<file path="src/rtl/assert_macros.svh">
// Assertion macros shared by the compositor RTL.
`ifndef ASSERT_MACROS_SVH
`define ASSERT_MACROS_SVH

// Property must hold at every clock edge outside reset.
`define ASSERT_ALWAYS(lbl, clk, rst_n, prop, msg) \
  lbl: assert property (@(posedge clk) disable iff (!rst_n) (prop)) else $error(msg);

// Same-cycle implication.
`define ASSERT_IMPLIES(lbl, clk, rst_n, ante, cons, msg) \
  lbl: assert property (@(posedge clk) disable iff (!rst_n) (ante) |-> (cons)) \
    else $error(msg);

// Next-cycle implication.
`define ASSERT_NEXT(lbl, clk, rst_n, ante, cons, msg) \
  lbl: assert property (@(posedge clk) disable iff (!rst_n) (ante) |=> (cons)) \
    else $error(msg);

`endif

</file>
<file path="src/rtl/lac_pkg.sv">
// Package: types, constants and helper functions of the LED layer compositor.
`default_nettype none

package lac_pkg;

  localparam int IdxW        = 9;
  localparam int Depth       = 1 << IdxW;
  localparam int ChanW       = 8;
  localparam int RgbW        = 3 * ChanW;
  localparam int RgbaW       = 4 * ChanW;
  localparam int SumW        = 2 * ChanW;
  localparam int FullAlpha   = 255;
  localparam int PanelRows   = 8;
  localparam int PanelRowsLg = 3;
  localparam int Columns     = 32;
  localparam int PerPanel    = PanelRows * Columns;
  localparam int MaxPanel    = (Depth - 1) / PerPanel;
  localparam int EnW         = 3;

  typedef enum logic {
    OpWrite  = 1'b0,
    OpRender = 1'b1
  } op_e;

  typedef enum logic [1:0] {
    LayerBase   = 2'd0,
    LayerEffect = 2'd1,
    LayerOsd    = 2'd2
  } layer_e;

  // Control of one layer store for one cycle.
  typedef struct packed {
    logic            we;
    logic [IdxW-1:0] waddr;
    logic            re;
    logic [IdxW-1:0] raddr;
  } mem_ctrl_t;

  // Serpentine chain position to matrix index.
  function automatic logic [IdxW-1:0] chain_to_matrix(logic [IdxW-1:0] pos);
    logic [IdxW-1:0]        panel;
    logic [31:0]            in_panel;
    logic [IdxW-1:0]        x;
    logic [PanelRowsLg-1:0] y;
    logic [31:0]            row;
    logic [31:0]            lin;
    panel = '0;
    // Thresholds rise with k, so the last hit is the panel number.
    for (int k = 1; k <= MaxPanel; k++) begin
      if ({{(32-IdxW){1'b0}}, pos} >= 32'(k * PerPanel)) begin
        panel = IdxW'(k);
      end
    end
    in_panel = {{(32-IdxW){1'b0}}, pos} - 32'(panel) * 32'(PerPanel);
    x        = IdxW'(in_panel >> PanelRowsLg);
    y        = in_panel[PanelRowsLg-1:0];
    // Odd columns run bottom to top.
    if (x[0]) begin
      y = PanelRowsLg'(PanelRows - 1) - y;
    end
    row = 32'(panel) * 32'(PanelRows) + 32'(y);
    lin = row * 32'(Columns) + 32'(x);
    return lin[IdxW-1:0];
  endfunction

  // floor(x / 255), exact for x up to 255 * 255.
  function automatic logic [ChanW-1:0] div255(logic [SumW-1:0] x);
    logic [SumW:0] t;
    t = {1'b0, x} + {1'b0, (x >> ChanW)} + {{SumW{1'b0}}, 1'b1};
    return t[SumW-1:ChanW];
  endfunction

endpackage

`default_nettype wire

</file>
<file path="src/rtl/lac_blend.sv">
// One overlay blend stage: registered products, then divide by 255.
`default_nettype none

module lac_blend (
  input  wire                          clk_i,
  input  wire                          adv_i,
  input  wire                          layer_on_i,
  input  wire  [lac_pkg::RgbW-1:0]     under_i,
  input  wire  [lac_pkg::RgbaW-1:0]    over_i,
  output logic [lac_pkg::RgbW-1:0]     color_o
);

  logic [lac_pkg::SumW-1:0]  sum_d [3];
  logic [lac_pkg::SumW-1:0]  sum_q [3];
  logic [lac_pkg::RgbW-1:0]  under_q;
  logic                      on_q;
  logic [lac_pkg::ChanW-1:0] alpha;
  logic [lac_pkg::ChanW-1:0] alpha_n;

  assign alpha   = over_i[lac_pkg::RgbaW-1 -: lac_pkg::ChanW];
  assign alpha_n = lac_pkg::ChanW'(lac_pkg::FullAlpha) - alpha;

  always_comb begin
    for (int c = 0; c < 3; c++) begin
      sum_d[c] = lac_pkg::SumW'(under_i[c*lac_pkg::ChanW +: lac_pkg::ChanW]) *
                 lac_pkg::SumW'(alpha_n) +
                 lac_pkg::SumW'(over_i[c*lac_pkg::ChanW +: lac_pkg::ChanW]) *
                 lac_pkg::SumW'(alpha);
    end
  end

  always_ff @(posedge clk_i) begin
    if (adv_i) begin
      sum_q   <= sum_d;
      under_q <= under_i;
      on_q    <= layer_on_i;
    end
  end

  always_comb begin
    for (int c = 0; c < 3; c++) begin
      color_o[c*lac_pkg::ChanW +: lac_pkg::ChanW] =
        on_q ? lac_pkg::div255(sum_q[c])
             : under_q[c*lac_pkg::ChanW +: lac_pkg::ChanW];
    end
  end

endmodule

`default_nettype wire
</file>
<file path="config.mk">
export PLATFORM = sky130hd
export DESIGN_NAME = lac_blend
export DESIGN_NICKNAME = d
export VERILOG_FILES = /design/src/rtl/assert_macros.svh /design/src/rtl/lac_pkg.sv /design/src/rtl/lac_blend.sv
export SDC_FILE = /design/constraint.sdc
export NUM_CORES = 1
export LEC_CHECK = 0
export BUFFER_PORTS_ARGS = -buffer_cell sky130_fd_sc_hd__buf_2
export CAP_MARGIN = 5
export CORE_ASPECT_RATIO = 0.8
export CORE_MARGIN = 1
export CORE_UTILIZATION = 61
export DETAILED_ROUTE_END_ITERATION = 10
export PLACE_DENSITY_LB_ADDON = 0.05
export SYNTH_ARGS = -nofsm -noshare
export SYNTH_HDL_FRONTEND = slang
export SYNTH_SLANG_ARGS = --single-unit
</file>
<file path="constraint.sdc">
create_clock -name clk_i -period 10.15 [get_ports clk_i]
set_input_delay 0.5075 -clock clk_i [delete_from_list [all_inputs] [get_ports clk_i]]
set_output_delay 0.5075 -clock clk_i [all_outputs]
set_load 0.01 [all_outputs]
</file>
==> summary.txt <==
Power and ir drop
  • Sequential fraction of design power: a little over an eighth
  • Post-route total power: roughly 6000 uW
  • Switching portion of total power: 49.7%
  • Power density cells: 343 nW/um^2
  • Leakage power: 0.00880 uW
  • Switching power: ~3000 uW
  • Power share of the combinational group: 81.4%
  • Clock group share of total power: 5.5%
  • Peak supply drop: 0.000358 V
  • Internal Power: 3030 uW

Die
  • Overall die area: ~28000 um^2
  • X dimension of the die: between 150 and 200 um
  • CORE AREA: ~26000 um^2
  • Floorplan die height: 149 um
  • Initial Utilization: 62.6%
  • Std cell rows: 53
  • I/O pin cnt: 83

Synth
  • Area share of the largest cell type after synthesis: 34.8%
  • Most instantiated library cell after synthesis: sky130_fd_sc_hd__inv_1
  • Number of synthesis warnings: 0
  • Number of distinct library cells after synthesis: 49
  • Most numerous cell types in the synthesized netlist: sky130_fd_sc_hd__inv_1 (412), sky130_fd_sc_hd__fa_1 (288), sky130_fd_sc_hd__ha_1 (207)
  • Sequential element share of the synthesized area: 13.2%
  • Number of enable-type register cells in the synthesized netlist: 73
  • Average cell area after synthesis: 9.61 um^2
  • Instance count of the mapped netlist: approximately 1700
  • Primary flip-flop cell chosen by synthesis mapping: sky130_fd_sc_hd__edfxtp_1
  • Number of register bits inferred by synthesis: 73
  • Cell taking the most area after synthesis: sky130_fd_sc_hd__fa_1
  • Top area cells in the synthesized netlist: sky130_fd_sc_hd__fa_1 (35%), sky130_fd_sc_hd__ha_1 (16%), sky130_fd_sc_hd__edfxtp_1 (13%), sky130_fd_sc_hd__inv_1 (9.3%), sky130_fd_sc_hd__and2_1 (5.1%)
  • Ys async rst share: 0%
  • Post-synthesis cell area: approximately 17000 um^2

Timing
  • Total negative setup slack: 0 ns
  • Max frequency: 165 MHz
  • RSZ-0062 raised after global routing: false
  • Transition time at the pin with the least slew margin: 1.01 ns
  • Max-slew violation count: 0
  • Fin crit share: 59.6%
  • Number of hold violations in the final report: 0
  • Final count of negative-setup-slack endpoints: 0
  • Normalized max-slew margin: 32.5%
  • Time the final worst path needs with I/O delays and setup: 6.04 ns

CTS
  • Number of setup buffers added after CTS: 0
  • Clock buffer count from CTS: 9
  • Clock slew seen by the registers of the worst setup and hold paths: 0.07 ns
  • Clock root buffer: sky130_fd_sc_hd__clkbuf_16
  • Maximum buffer depth of the clock tree: 2
  • CTS resizes: 0
  • Hold-fix buffers, CTS: 0
  • Number of H-tree branching levels: 3
  • Number of clock sinks: 73
  • CTS tree: done

Placement
  • Area of placed instances: 17300 um^2
  • Number of port buffers: 82
  • Detailed placer's ending HPWL: 27700 um
  • Placer congestion estimate: 0.888

Critical path
  • Most used cell along the critical path: sky130_fd_sc_hd__fa_1
  • Data arrival time of the worst path: 6.16 ns
  • Series of cell instances along the critical path: buf_2 > nor2b_1 > fa_1 > inv_1 > fa_1 > inv_1 > fa_1 > fa_1 > fa_1 > inv_1 > fa_1 > inv_1 > ha_1 > a21o_1 > a21oi_1 > o211ai_1 > a31o_2 > a21oi_1 > xnor2_1
  • Required time of the critical path: 10.26 ns
  • Peak per-stage delay on the critical path: 0.74 ns
  • Worst setup EP type: flop
  • Category of cells accounting for the largest share of critical-path delay: adder cells
  • Setup Crit Path Kind: in2reg
  • Startpoint class of the critical path: input port
  • Slowest cell on the critical path: sky130_fd_sc_hd__buf_2
  • CP bufs+invs: 5
  • CP Max Fanout: 48

Min path
  • Worst Hold End: on_q
  • Min-Delay Path Depth: 1
  • Class of the tightest hold or removal check: in2reg
  • Startpoint of the worst hold path: layer_on_i

Finish
  • Non-Filler Cell Area, Final: approximately 18000 um^2
  • Layout area overhead: 6.18%
  • Share of layout cells above drive strength 1: 6.79%
  • Number of antenna cells inserted: 0
  • Fin nets: 2333
  • Utilization of the core after routing: around 67%

Drt
  • Routed Antenna Nets: 0
  • Drt first pass iters: 5
  • Count of routing violations after the opening detailed-route iteration: between 500 and 600
  • Detailed-route via count: 11500
  • Wirelength per Cell: 16.7 um
  • Number of remaining DRC errors: 0
  • Final wirelength: 35600 um
  • Vias per inst: 5.37

Run
  • # Max-Cap Violations: 0

Global routing
  • GRT met2 Usage: 46.4%
  • Met3 capacity usage during global routing: 3.14%
  • Most heavily used metal layer in global routing: met2
  • Global routing usage on met1: 39.1%
  • Grt total ovfl: 0
  • Number of antenna violations at the first check in global routing: 0
  • Number of global-route vias before repair: 11900
  • Maximum number of pins on one net before global-route repair: 74
  • Global-route wire length before repair: 59100 um
  • Global-route total usage across every layer: 27.7%

Run status
  • Result of the run: complete, no violations
[sequential cells by signal, summed over array words and instances (netlist names)]
register  cells
on_q          1
sum_q        48
under_q      24
[worst max path at each step]
stage / end / from / cells past startpoint / slack, ns
finish: sum_q[46] / over_i[29] / 19 / 4.11
global route: sum_q[46] / over_i[29] / 19 / 3.89
CTS: sum_q[46] / over_i[29] / 19 / 4.18
detailed placement: sum_q[46] / over_i[29] / 19 / 3.81
global placement: sum_q[46] / over_i[29] / 19 / 3.93
floorplan: sum_q[15] / over_i[24] / 17 / 4.43
[cell families (layout without fill, tap and decap cells)]
group,count (synthesis),in the layout,share of synthesized area (%)
fa+ha+maj,495,495,50.4
simple gates,483,483,16.3
buf+inv,458,514,10.4
compound gates,148,148,6.06
flops,73,73,13.2
xor+xnor,61,61,3.22
mux,5,5,0.340
other cells,1,3,0.0226
[layer usage]
layer	vias to the layer above	share of wire, %	wire, um
li1	5368	-	-
met1	5832	46	16400
met2	251	48	17300
met3	29	4.4	1560
met4	0	1.1	375
met5	-	0	0
[placed cells by master (no fill, tap or decap), types with 3 or more instances in the layout]
cell	synthesis	final
sky130_fd_sc_hd__nand2b_1	80	80
sky130_fd_sc_hd__o21ai_0	27	27
sky130_fd_sc_hd__o31ai_1	4	4
sky130_fd_sc_hd__conb_1	1	3
sky130_fd_sc_hd__and3_1	3	3
sky130_fd_sc_hd__edfxtp_1	73	73
sky130_fd_sc_hd__fa_1	288	288
sky130_fd_sc_hd__nand3_1	12	12
sky130_fd_sc_hd__nand2_1	70	70
sky130_fd_sc_hd__nor3_1	7	7
sky130_fd_sc_hd__buf_2	0	81
sky130_fd_sc_hd__a21boi_0	6	6
sky130_fd_sc_hd__a211oi_1	9	9
sky130_fd_sc_hd__o21bai_1	3	3
sky130_fd_sc_hd__xor2_1	26	26
sky130_fd_sc_hd__mux2_2	5	5
sky130_fd_sc_hd__clkbuf_16	0	9
sky130_fd_sc_hd__a21oi_1	48	48
sky130_fd_sc_hd__buf_4	0	7
sky130_fd_sc_hd__a31o_2	3	3
sky130_fd_sc_hd__nor2_1	48	48
sky130_fd_sc_hd__nand4_1	6	6
sky130_fd_sc_hd__a31oi_1	3	3
sky130_fd_sc_hd__o21a_1	9	9
sky130_fd_sc_hd__and2_1	136	136
sky130_fd_sc_hd__nor2b_1	112	112
sky130_fd_sc_hd__xnor2_1	35	35
sky130_fd_sc_hd__o211ai_1	5	5
sky130_fd_sc_hd__a21o_1	14	14
sky130_fd_sc_hd__or3_1	5	5
sky130_fd_sc_hd__inv_1	412	412
sky130_fd_sc_hd__ha_1	207	207
[area by class of cell]
cell class | instances | area [um^2]
clock buffers | 9 | 225
clock inverters | 5 | 58.8
fillers | 2218 | 8860
inverters | 412 | 1550
multi-input cells | 1195 | 12700
flip-flops and latches | 73 | 2190
well taps | 357 | 447
repair buffers | 88 | 458
[through the flow]
step	hold slack, ns	setup slack (ns)	instances
3_3_place_gp	0.685	3.93	2125
6_report	0.328	4.11	2139
4_1_cts	0.321	4.18	2139
2_1_floorplan	0.606	4.43	1726
5_1_grt	0.323	3.89	2139
3_5_place_dp	0.686	3.81	2125
[power groups by stage]
stage | Sequential, uW | Combinational, uW | Clock [uW]
floorplan | 748 | 3850 | 0
global placement | 794 | 4740 | 0
detailed placement | 795 | 4870 | 0
CTS | 788 | 4930 | 338
global route | 802 | 5650 | 343
finish | 791 | 4910 | 332
Power figures use the tool's default switching activity.
